==> src/hdl/point_store_radius_nearest_search_unit_assert.svh <==
// Assertion helpers for the point store search unit.
// Each macro expects clk and rst to be visible where it is used.
`ifndef POINT_STORE_RADIUS_NEAREST_SEARCH_UNIT_ASSERT_SVH
`define POINT_STORE_RADIUS_NEAREST_SEARCH_UNIT_ASSERT_SVH

// Condition that must hold at every edge out of reset.
`define PSRNS_ALWAYS(lbl, cond, msg) \
  lbl: assert property (@(posedge clk) disable iff (rst) (cond)) else $error(msg);

// Consequent that must hold after the antecedent, as a non-overlapping implication.
`define PSRNS_NEXT(lbl, ante, cons, msg) \
  lbl: assert property (@(posedge clk) disable iff (rst) (ante) |=> (cons)) else $error(msg);

`endif

==> src/hdl/psrns_pkg.sv <==
`default_nettype none

package psrns_pkg;

  // Table size and derived widths
  localparam int MAX_POINTS = 64;
  localparam int IDX_W      = (MAX_POINTS > 1) ? $clog2(MAX_POINTS) : 1;
  localparam int CNT_W      = $clog2(MAX_POINTS + 1);

  // Coordinate and distance widths
  localparam int COORD_W = 16;
  localparam int ABS_W   = 16;
  localparam int SQ_W    = 2 * ABS_W;
  localparam int DIST_W  = SQ_W + 1;
  localparam int RAD_W   = 15;
  localparam int R2_W    = 2 * RAD_W;
  localparam int ENTRY_W = 2 * COORD_W;

  // Request codes
  localparam logic [2:0] REQ_CLEAR   = 3'd0;
  localparam logic [2:0] REQ_INSERT  = 3'd1;
  localparam logic [2:0] REQ_UPDATE  = 3'd2;
  localparam logic [2:0] REQ_RADIUS  = 3'd3;
  localparam logic [2:0] REQ_NEAREST = 3'd4;

  // Status codes
  localparam logic [1:0] ST_OK        = 2'd0;
  localparam logic [1:0] ST_FULL      = 2'd1;
  localparam logic [1:0] ST_BAD_INDEX = 2'd2;
  localparam logic [1:0] ST_EMPTY     = 2'd3;

  localparam int HIT_MAX = 127;

  typedef struct packed {
    logic [2:0]                req_type;
    logic [5:0]                point_index;
    logic signed [COORD_W-1:0] pos_x;
    logic signed [COORD_W-1:0] pos_y;
    logic [RAD_W-1:0]          radius;
  } req_t;

  typedef struct packed {
    logic [1:0] status;
    logic [5:0] index_out;
    logic [6:0] hit_count;
    logic       any_found;
  } rsp_t;

endpackage

`default_nettype wire

==> src/hdl/psrns_ram.sv <==
`default_nettype none

module psrns_ram #(
  parameter int WIDTH = 32,
  parameter int DEPTH = 64
) (
  input  wire logic                             clk,
  input  wire logic                             we,
  input  wire logic [$clog2(DEPTH)-1:0]         waddr,
  input  wire logic [WIDTH-1:0]                 wdata,
  input  wire logic                             re,
  input  wire logic [$clog2(DEPTH)-1:0]         raddr,
  output      logic [WIDTH-1:0]                 rdata
);

  logic [WIDTH-1:0] mem [DEPTH];

  // Write port
  always_ff @(posedge clk) begin
    if (we) begin
      mem[waddr] <= wdata;
    end
  end

  // Registered read port
  always_ff @(posedge clk) begin
    if (re) begin
      rdata <= mem[raddr];
    end
  end

endmodule

`default_nettype wire

==> src/hdl/point_store_radius_nearest_search_unit.sv <==
// Clear, insert, update and unused codes go from S_DECODE to S_DONE, which registers the
// result; so do radius count with zero radius or empty table and nearest search on an
// empty table. Else radius count adds S_SQ, S_R2, S_SCAN, S_DRAIN; nearest adds S_SCAN,
// S_DRAIN. One squared-distance unit scans one stored point per cycle from the table RAM.
// Throughput: one request in flight; the next beat is taken once the result is registered.
// Reset clears the point count, the sequencer and out_valid; table contents stay undefined.
`default_nettype none

module point_store_radius_nearest_search_unit (
  input  wire logic             clk,
  input  wire logic             rst,
  input  wire logic             in_valid,
  output      logic             in_ready,
  input  wire psrns_pkg::req_t  in_data,
  output      logic             out_valid,
  input  wire logic             out_ready,
  output      psrns_pkg::rsp_t  out_data
);

  typedef enum logic [6:0] {
    S_IDLE   = 7'b0000001,
    S_DECODE = 7'b0000010,
    S_SQ     = 7'b0000100,
    S_R2     = 7'b0001000,
    S_SCAN   = 7'b0010000,
    S_DRAIN  = 7'b0100000,
    S_DONE   = 7'b1000000
  } state_t;

  state_t state;

  psrns_pkg::req_t                     req;
  logic [psrns_pkg::CNT_W-1:0]         stored_count;
  logic [psrns_pkg::CNT_W-1:0]         scan_ptr;
  logic [psrns_pkg::R2_W-1:0]          r2;

  // Result being built
  logic [1:0]                          res_status;
  logic [5:0]                          res_index;
  logic [psrns_pkg::CNT_W-1:0]         hits;
  logic [psrns_pkg::IDX_W-1:0]         best_idx;
  logic [psrns_pkg::DIST_W-1:0]        best_dist;
  logic                                is_nearest;

  // Distance pipeline
  logic                                rv, av, sv;
  logic [psrns_pkg::IDX_W-1:0]         rtag, atag, stag;
  logic [psrns_pkg::ABS_W-1:0]         ax, ay;
  logic [psrns_pkg::SQ_W-1:0]          sqx, sqy;

  // RAM ports
  logic                                ram_we;
  logic [psrns_pkg::IDX_W-1:0]         ram_waddr;
  logic                                ram_re;
  logic [psrns_pkg::ENTRY_W-1:0]       ram_rdata;

  logic                                accept;
  logic                                insert_ok;
  logic                                update_ok;
  logic                                out_free;
  logic signed [psrns_pkg::COORD_W:0]  dx, dy;
  logic [psrns_pkg::DIST_W-1:0]        dist_sum;
  logic [6:0]                          hit_sat;

  assign in_ready = (state == S_IDLE);
  assign accept   = in_valid && in_ready;
  assign out_free = !out_valid || out_ready;

  assign insert_ok = (stored_count < psrns_pkg::CNT_W'(psrns_pkg::MAX_POINTS));
  assign update_ok = (psrns_pkg::CNT_W'(req.point_index) < stored_count) &&
                     (32'(req.point_index) < psrns_pkg::MAX_POINTS);

  // Table write in the decode cycle
  always_comb begin
    ram_we    = 1'b0;
    ram_waddr = stored_count[psrns_pkg::IDX_W-1:0];
    if (state == S_DECODE) begin
      case (req.req_type)
        psrns_pkg::REQ_INSERT: begin
          ram_we = insert_ok;
        end
        psrns_pkg::REQ_UPDATE: begin
          ram_we    = update_ok;
          ram_waddr = req.point_index[psrns_pkg::IDX_W-1:0];
        end
        default: begin
          ram_we = 1'b0;
        end
      endcase
    end
  end

  assign ram_re = (state == S_SCAN);

  psrns_ram #(
    .WIDTH (psrns_pkg::ENTRY_W),
    .DEPTH (psrns_pkg::MAX_POINTS)
  ) u_table (
    .clk   (clk),
    .we    (ram_we),
    .waddr (ram_waddr),
    .wdata ({req.pos_x, req.pos_y}),
    .re    (ram_re),
    .raddr (scan_ptr[psrns_pkg::IDX_W-1:0]),
    .rdata (ram_rdata)
  );

  // Offsets from the query origin
  always_comb begin
    dx = $signed({ram_rdata[psrns_pkg::ENTRY_W-1], ram_rdata[psrns_pkg::ENTRY_W-1 -: 16]}) -
         $signed({req.pos_x[psrns_pkg::COORD_W-1], req.pos_x});
    dy = $signed({ram_rdata[psrns_pkg::COORD_W-1], ram_rdata[psrns_pkg::COORD_W-1:0]}) -
         $signed({req.pos_y[psrns_pkg::COORD_W-1], req.pos_y});
  end

  assign dist_sum = psrns_pkg::DIST_W'(sqx) + psrns_pkg::DIST_W'(sqy);

  // Advance the squared-distance pipeline; the decode cycle loads the radius for squaring
  always_ff @(posedge clk) begin
    if (state == S_DECODE) begin
      ax <= psrns_pkg::ABS_W'(req.radius);
      ay <= '0;
    end else begin
      ax <= dx[psrns_pkg::COORD_W] ? psrns_pkg::ABS_W'(-dx) : psrns_pkg::ABS_W'(dx);
      ay <= dy[psrns_pkg::COORD_W] ? psrns_pkg::ABS_W'(-dy) : psrns_pkg::ABS_W'(dy);
    end
    sqx  <= ax * ax;
    sqy  <= ay * ay;
    rtag <= scan_ptr[psrns_pkg::IDX_W-1:0];
    atag <= rtag;
    stag <= atag;
  end

  always_ff @(posedge clk) begin
    if (rst) begin
      rv <= 1'b0;
      av <= 1'b0;
      sv <= 1'b0;
    end else begin
      rv <= ram_re;
      av <= rv;
      sv <= av;
    end
  end

  // Sequencer
  always_ff @(posedge clk) begin
    if (rst) begin
      state        <= S_IDLE;
      stored_count <= '0;
      out_valid    <= 1'b0;
    end else begin
      // Raise out_valid as the result loads, drop it once the beat is taken
      if (state == S_DONE && out_free) begin
        out_valid <= 1'b1;
      end else if (out_valid && out_ready) begin
        out_valid <= 1'b0;
      end
      case (state)
        S_IDLE: begin
          if (accept) begin
            state <= S_DECODE;
          end
        end
        S_DECODE: begin
          case (req.req_type)
            psrns_pkg::REQ_CLEAR: begin
              stored_count <= '0;
              state        <= S_DONE;
            end
            psrns_pkg::REQ_INSERT: begin
              if (insert_ok) begin
                stored_count <= stored_count + 1'b1;
              end
              state <= S_DONE;
            end
            psrns_pkg::REQ_RADIUS: begin
              if (req.radius == '0 || stored_count == '0) begin
                state <= S_DONE;
              end else begin
                state <= S_SQ;
              end
            end
            psrns_pkg::REQ_NEAREST: begin
              if (stored_count == '0) begin
                state <= S_DONE;
              end else begin
                state <= S_SCAN;
              end
            end
            default: begin
              state <= S_DONE;
            end
          endcase
        end
        S_SQ: begin
          state <= S_R2;
        end
        S_R2: begin
          state <= S_SCAN;
        end
        S_SCAN: begin
          if (scan_ptr + 1'b1 >= stored_count) begin
            state <= S_DRAIN;
          end
        end
        S_DRAIN: begin
          if (!rv && !av && !sv) begin
            state <= S_DONE;
          end
        end
        S_DONE: begin
          if (out_free) begin
            state <= S_IDLE;
          end
        end
        default: begin
          state <= S_IDLE;
        end
      endcase
    end
  end

  // Hold the request and build the result
  always_ff @(posedge clk) begin
    if (accept) begin
      req <= in_data;
    end
    if (state == S_R2) begin
      r2 <= sqx[psrns_pkg::R2_W-1:0];
    end
    if (state == S_SCAN) begin
      scan_ptr <= scan_ptr + 1'b1;
    end
    if (state == S_DECODE) begin
      scan_ptr   <= '0;
      hits       <= '0;
      best_idx   <= '0;
      best_dist  <= '0;
      is_nearest <= (req.req_type == psrns_pkg::REQ_NEAREST);
      case (req.req_type)
        psrns_pkg::REQ_INSERT: begin
          res_status <= insert_ok ? psrns_pkg::ST_OK : psrns_pkg::ST_FULL;
          res_index  <= insert_ok ? 6'(stored_count) : 6'd0;
        end
        psrns_pkg::REQ_UPDATE: begin
          res_status <= update_ok ? psrns_pkg::ST_OK : psrns_pkg::ST_BAD_INDEX;
          res_index  <= '0;
        end
        psrns_pkg::REQ_NEAREST: begin
          res_status <= (stored_count == '0) ? psrns_pkg::ST_EMPTY : psrns_pkg::ST_OK;
          res_index  <= '0;
        end
        default: begin
          res_status <= psrns_pkg::ST_OK;
          res_index  <= '0;
        end
      endcase
    end else if (sv) begin
      // Accumulate one distance per cycle
      if (is_nearest) begin
        if (stag == '0 || dist_sum < best_dist) begin
          best_dist <= dist_sum;
          best_idx  <= stag;
        end
      end else if (dist_sum <= psrns_pkg::DIST_W'(r2)) begin
        hits <= hits + 1'b1;
      end
    end
  end

  assign hit_sat = (32'(hits) > psrns_pkg::HIT_MAX) ? 7'(psrns_pkg::HIT_MAX) : 7'(hits);

  // Load the output register
  always_ff @(posedge clk) begin
    if (state == S_DONE && out_free) begin
      out_data.status    <= res_status;
      out_data.index_out <= is_nearest ? 6'(best_idx) : res_index;
      out_data.hit_count <= is_nearest ? 7'd0 : hit_sat;
      out_data.any_found <= !is_nearest && (hits != '0);
    end
  end

  `include "point_store_radius_nearest_search_unit_assert.svh"

  `PSRNS_ALWAYS(a_count_range, stored_count <= psrns_pkg::CNT_W'(psrns_pkg::MAX_POINTS), "point count exceeds table size")
  `PSRNS_ALWAYS(a_idle_pipe_empty, !in_ready || (!rv && !av && !sv), "request taken while scan pipeline busy")
  `PSRNS_ALWAYS(a_scan_bound, state != S_SCAN || scan_ptr < stored_count, "scan pointer past stored points")
  `PSRNS_NEXT(a_result_load, state == S_DONE && out_free, out_valid && state == S_IDLE, "result not registered")
  `PSRNS_NEXT(a_insert_count, state == S_DECODE && req.req_type == psrns_pkg::REQ_INSERT && insert_ok, stored_count == psrns_pkg::CNT_W'($past(stored_count) + 1'b1), "insert did not grow the table")

endmodule

`default_nettype wire
==> config.mk <==
export PLATFORM = sky130hd
export DESIGN_NAME = point_store_radius_nearest_search_unit
export DESIGN_NICKNAME = d
export VERILOG_FILES = /design/src/hdl/psrns_pkg.sv /design/src/hdl/psrns_ram.sv /design/src/hdl/point_store_radius_nearest_search_unit.sv
export VERILOG_INCLUDE_DIRS = /design/src /design/src/hdl
export SDC_FILE = /design/constraint.sdc
export NUM_CORES = 2
export LEC_CHECK = 0
export BUFFER_PORTS_ARGS = -buffer_cell sky130_fd_sc_hd__buf_2
export CAP_MARGIN = 20
export CORE_UTILIZATION = 45
export DETAILED_ROUTE_END_ITERATION = 8
export PLACE_DENSITY = 0.67
export SLEW_MARGIN = 20
export SYNTH_ARGS = -nofsm -noshare
export SYNTH_HDL_FRONTEND = slang
export SYNTH_SLANG_ARGS = --single-unit
==> constraint.sdc <==
create_clock -name clk -period 11.9 [get_ports clk]
set_input_delay 1.19 -clock clk [delete_from_list [all_inputs] [get_ports clk]]
set_output_delay 1.19 -clock clk [all_outputs]
set_load 0.01 [all_outputs]
; Word-level counts from Yosys, hierarchy flattened
; Memories as Yosys holds them, arrays and structs flattened. A register that Yosys moved wholly into a read port is not among the register bits.
; Cells that the tools add are included.
[word_totals]
memories = 1
ff_bits = 296
ramBits = 2048
elab_cells = 116
[mem_list]
columns = memory, depth, width, read_ports, rd_ports_with_merged_regs, write_ports, line_no
row1 = u_table.mem, 64, 32, 1, 1, 1, psrns_ram.sv:16  ; logic [WIDTH-1:0] mem [DEPTH];
[op_classes]
n_mul = 2
add_sub_neg = 8
bitwise_logic = 1
n_eq_ne = 16
order_cmp = 5
n_mux = 26
n_reduce_logical = 26
[ops]
columns = operator, count
row1 = multiplier 16 x 16 -> 32 bit, 2
row2 = 2-to-1 mux 7 bit, 7
row3 = one-hot mux 7 bit (7 select lines), 1
row4 = subtractor 16 x 16 -> 17 bit, 2
row5 = adder 32 x 32 -> 33 bit, 1
row6 = less-or-equal comparator 33 x 30 -> 1 bit, 1
row7 = < comparator 33 bit, 1
row8 = 2-to-1 mux 16 bit, 2
row9 = negation 16 bit, 2
row10 = one-hot mux 7 bit (2 select lines), 2
row11 = adder 7 x 1 -> 7 bit (second input constant), 3
row12 = 2-to-1 mux 6 bit, 3
row13 = logical NOT 15 bit, 1
row14 = 2-to-1 mux 15 bit, 1
row15 = AND reduction 3 bit, 3
row16 = equality test 7 x 1 -> 1 bit (second input constant), 1
row17 = equality test 7 x 2 -> 1 bit (second input constant), 1
row18 = equality test 7 x 3 -> 1 bit (second input constant), 1
row19 = equality test 7 x 4 -> 1 bit (second input constant), 1
row20 = equality test 7 x 5 -> 1 bit (second input constant), 1
row21 = equality test 7 x 6 -> 1 bit (second input constant), 1
row22 = equality test 7 bit (second input constant), 1
row23 = greater-or-equal comparator 7 bit, 1
row24 = logical NOT 7 bit, 1
row25 = 21 further kinds, 43

; Logic depth before layout (Yosys ltp)
[depth]
ltp_word = 5
depth_mapped = 25

; Cells and area by module
; Synthesis repeated with hierarchy kept, for this count alone.
[hier_totals]
cells_unflattened = 6460
hier_area_um2 = 107946.0
[by_module_without_submodules]
columns = module, n_inst, cells_per_inst, area_each_um2
row1 = psrns_ram, 1, 3324, 78835.6
row2 = point_store_radius_nearest_search_unit, 1, 3136, 29110.4

; Worst setup path after synthesis
; OpenSTA, ideal clock, no wires.
[synth_path]
path_type = flip-flop to flip-flop
from = reg ax[4] (netlist name)
to = reg sqx[30] (netlist name)
n_path_buf = 2
path_slack_ns = 5.714
path_stages_with_launch = 25
setup_time_ns = 0.072
arrival_ns = 6.114
period_less_slack_ns = 6.186
cell_sequence = dfxtp_1 clkbuf_1 clkbuf_1 nand2_1 inv_1 fa_1 inv_1 fa_1 inv_1 fa_1 fa_1 fa_1 inv_1 fa_1 inv_1 ha_1 a21o_1 a211o_1 o211ai_1 a31oi_1 o2bb2ai_1 or4b_1 and3_1 a311oi_1 xnor2_1
[synth_via]
elab_chain_cells = 1
[synth_rtl]
columns = item, line_no
row1 = start: declaration, point_store_radius_nearest_search_unit.sv:48  ; logic [psrns_pkg::ABS_W-1:0] ax, ay;
row2 = start signal: assignment, point_store_radius_nearest_search_unit.sv:121  ; ax <= psrns_pkg::ABS_W'(req.radius);
row3 = start signal: assignment, point_store_radius_nearest_search_unit.sv:124  ; ax <= dx[psrns_pkg::COORD_W] ? psrns_pkg::ABS_W'(-dx) : psrns_pkg::ABS_W'(dx);
row4 = multiplier 16 x 16 -> 32 bit, point_store_radius_nearest_search_unit.sv:127  ; sqx <= ax * ax;
row5 = end signal: assignment, point_store_radius_nearest_search_unit.sv:127
row6 = end: declaration, point_store_radius_nearest_search_unit.sv:49  ; logic [psrns_pkg::SQ_W-1:0] sqx, sqy;
; Every way passes these cells.
; A chain may end at the register's enable or synchronous reset.

; Worst setup path in the final report
[layout_path]
from = reg ax[6] (netlist name)
to = reg sqx[30] (netlist name)
; The elaborated chain is that of the path after synthesis.

==> run_results.csv <==
group,metric,value,unit
clock_network,insertion_delay,0.90,ns
timing,fin_crit_sh,0.572,
drt,wl_met3,21.7,mm
timing,final.min_clock_period,6.81,ns
final_layout,num-nets-final,7050,
global_route,grt_pass1_wl,393,mm
timing,setup_viol,0,
floorplan,ios,78,
placed_design,gp_congestion,0.887,
clock_network,cts_buffers,226,
drt,routed.top_layer,"met5",
critical_path,critPathArrivalTime,7.57,ns
global_route,grt_max_degree,142,
final_layout,layout_common_cells,"2190 x edfxtp_1, 672 x mux4_2, 636 x inv_1",
clock_network,clock_sinks,2373,
placed_design,dpl-instance-area,113000,um2
drt,drt.antenna.violating_nets,0,
synth,syn_nets,6859,
floorplan,coreArea,238000,um2
clock_network,cts_tree,"built",
status,status,"finished, violations left",
clock_network,postCtsSetupRepairBufs,0,
timing,maxSlewHeadroom,0.207,
final_layout,syn_to_final_growth,11.6,%
floorplan,num_rows,179,
final_layout,design_area,120000,um2
global_route,grt_pass1_vias,57558,
floorplan,dieArea,241000,um2
timing,skew,0.0690,ns
critical_path,startpoint,"ax[6]$_DFF_P_",
timing,max_freq,147,MHz
floorplan,die_w,491,um
drt,dr_total_vias,56192,
drt,met1_length,107,mm
synth,netlist_area,108000,um2
critical_path,rr_worst_depth,23,
final_layout,drive_gt1_frac,0.206,
synth,synth_edf_count,2190,
timing,worst_pin_slew,1.19,ns
drt,firstDrtPassIters,8,
timing,rsz0062_at_grt,"false",
floorplan,start_util,0.453,
synth,yosysWarnings,0,
critical_path,crit_path_max_fanout,17,
clock_network,holdBufCountCts,0,
global_route,gr-usage-all-layers,0.226,
critical_path,path_class,"flip-flop to flip-flop",
floorplan,die_y,491,um
timing,slew_violations,0,
clock_network,root_buffer,"clkbuf_16",
synth,netlist.top_cell.by_area,"edfxtp_1",
synth,ys_seq_elements,2373,
placed_design,dp_hpwl,162,mm
clock_network,ctsResizeCount,0,
synth,synth_flop_cell,"edfxtp_1",
drt,drc,36,
critical_path,required,12.66,ns
synth,avgSynthCellArea,17.6,um2
flow_run,maxCapViolCount,0,
synth,synthCells,6128,
critical_path,end_kind,"flip-flop",
global_route,grt-ovfl-total,0,
placed_design,portBuffers,77,
hold_path,min_path_type,"flip-flop to flip-flop",
critical_path,rr_endpoint,"sqx[30]$_DFF_P_",
final_layout,final_common_cell,"edfxtp_1",
timing,tns,0,ns
status,failed_checks,"design-rule violations",
drt,routed_wl,270,mm
drt,initialDrtViolationCount,6594,
synth,ys_top_cells_by_area,"edfxtp_1 61%, mux4_2 14%, fa_1 6.1%",
drt,met2_length,132,mm
clock_network,cts-htree-levels,4,
clock_network,clk_path_buf_depth,3,
synth,yosysUniqueCellTypes,81,
placed_design,dp.cells,9257,
clock_network,path_clk_slew,0.07,ns
synth,async_flop_share,0,
final_layout,fin_util,0.505,
drt,via_per_inst,5.80,
global_route,antenna_found_initial,26,
timing,finalHoldViolations,0,
critical_path,cp-start-kind,"flip-flop",
synth,synth-seq-area-share,0.645,
critical_path,r2r_start,"ax[6]$_DFF_P_",
drt,wl_per_cell,27.9,um
critical_path,endpoint,"sqx[30]$_DFF_P_",
synth,netlist.area_leader.share,0.611,
final_layout,fin_cells,9696,
critical_path,r2r_setup_slack,5.09,ns
## sequential cells by signal, summed over array words and instances, names as in the netlist, 16 cells and up
| register | flops |
|---|---|
| u_table.mem | 2048 |
| sqx | 31 |
| best_dist | 33 |
| r2 | 29 |
| req | 56 |
| sqy | 31 |
| ay | 16 |
| u_table.rdata | 32 |
| ax | 16 |
| out_data | 16 |
## area by class of cell
class / instances / area, um2
clock inverter: 160 / 1460
multi-input combinational: 2875 / 35500
inverter: 637 / 2390
tap: 3167 / 3960
fill: 19135 / 118000
clock buffer: 268 / 5980
timing repair buffer: 206 / 1450
antenna: 10 / 25.0
sequential: 2373 / 69400
## cell families after synthesis
logic type | share of synthesized area
compound gates | 0.0301
flops | 0.645
buf+inv | 0.0307
mux | 0.142
simple gates | 0.0386
fa+ha+maj | 0.101
xor+xnor | 0.0131
## synthesized netlist by cell type (all sizes together) (10+ instances only)
master	n
edfxtp	2190
mux4	672
inv	636
ha	344
fa	327
nand2	241
nor2	235
clkbuf	185
dfxtp	183
a21oi	156
o21ai	99
xnor2	99
and2	89
nand3	70
a21o	63
xor2	59
buf	58
nor3	45
nor2b	31
a211oi	28
and3	28
nand2b	28
nand4	19
nor4	19
o21a	17
o211ai	15
o31ai	14
o21bai	13
a211o	12
a31oi	12
nand3b	10
or3	10
## worst min-delay path by stage
| stage | slack [ns] | startpoint | cells past startpoint | to |
|---|---|---|---|---|
| after floorplan | 0.31 | rtag[0]$_DFF_P_ | 0 | atag[0]$_DFF_P_ |
| after global placement | 0.31 | rtag[0]$_DFF_P_ | 0 | atag[0]$_DFF_P_ |
| after detailed placement | 0.31 | atag[3]$_DFF_P_ | 0 | stag[3]$_DFF_P_ |
| after CTS | 0.33 | atag[3]$_DFF_P_ | 0 | stag[3]$_DFF_P_ |
| after global routing | 0.33 | atag[3]$_DFF_P_ | 0 | stag[3]$_DFF_P_ |
| final | 0.33 | atag[1]$_DFF_P_ | 0 | stag[1]$_DFF_P_ |
## metrics by stage
step / setup slack (ns) / hold WS [ns]
detailed placement: 5.16 / 0.312
CTS: 5.09 / 0.326
finish: 5.09 / 0.325
global placement: 5.14 / 0.311
floorplan: 5.71 / 0.310
global route: 4.76 / 0.331
## per-layer routing
layer	track usage	vias up
li1	-	23835
met1	0.302	29571
met2	0.373	2376
met3	0.0383	392
met4	0.0809	18
met5	0	-
## worst max-delay path: stages, from the launching register on
cell and delay [ns]:
dfxtp_1 0.84, and2_1 0.27, inv_1 0.06, fa_1 0.47
inv_1 0.05, fa_1 0.50, inv_1 0.06, fa_1 0.53
inv_1 0.05, fa_1 0.40, fa_1 0.52, inv_1 0.05
fa_1 0.47, inv_1 0.05, ha_1 0.33, a21o_1 0.19
a211o_1 0.29, o211ai_1 0.10, a31oi_1 0.13, o2bb2ai_1 0.20
or4b_1 0.49, and3_1 0.19, a311oi_1 0.31, xnor2_1 0.16
Power is not shown: default switching activity piles up to over one toggle a cycle in this logic, so the estimate is an artifact.
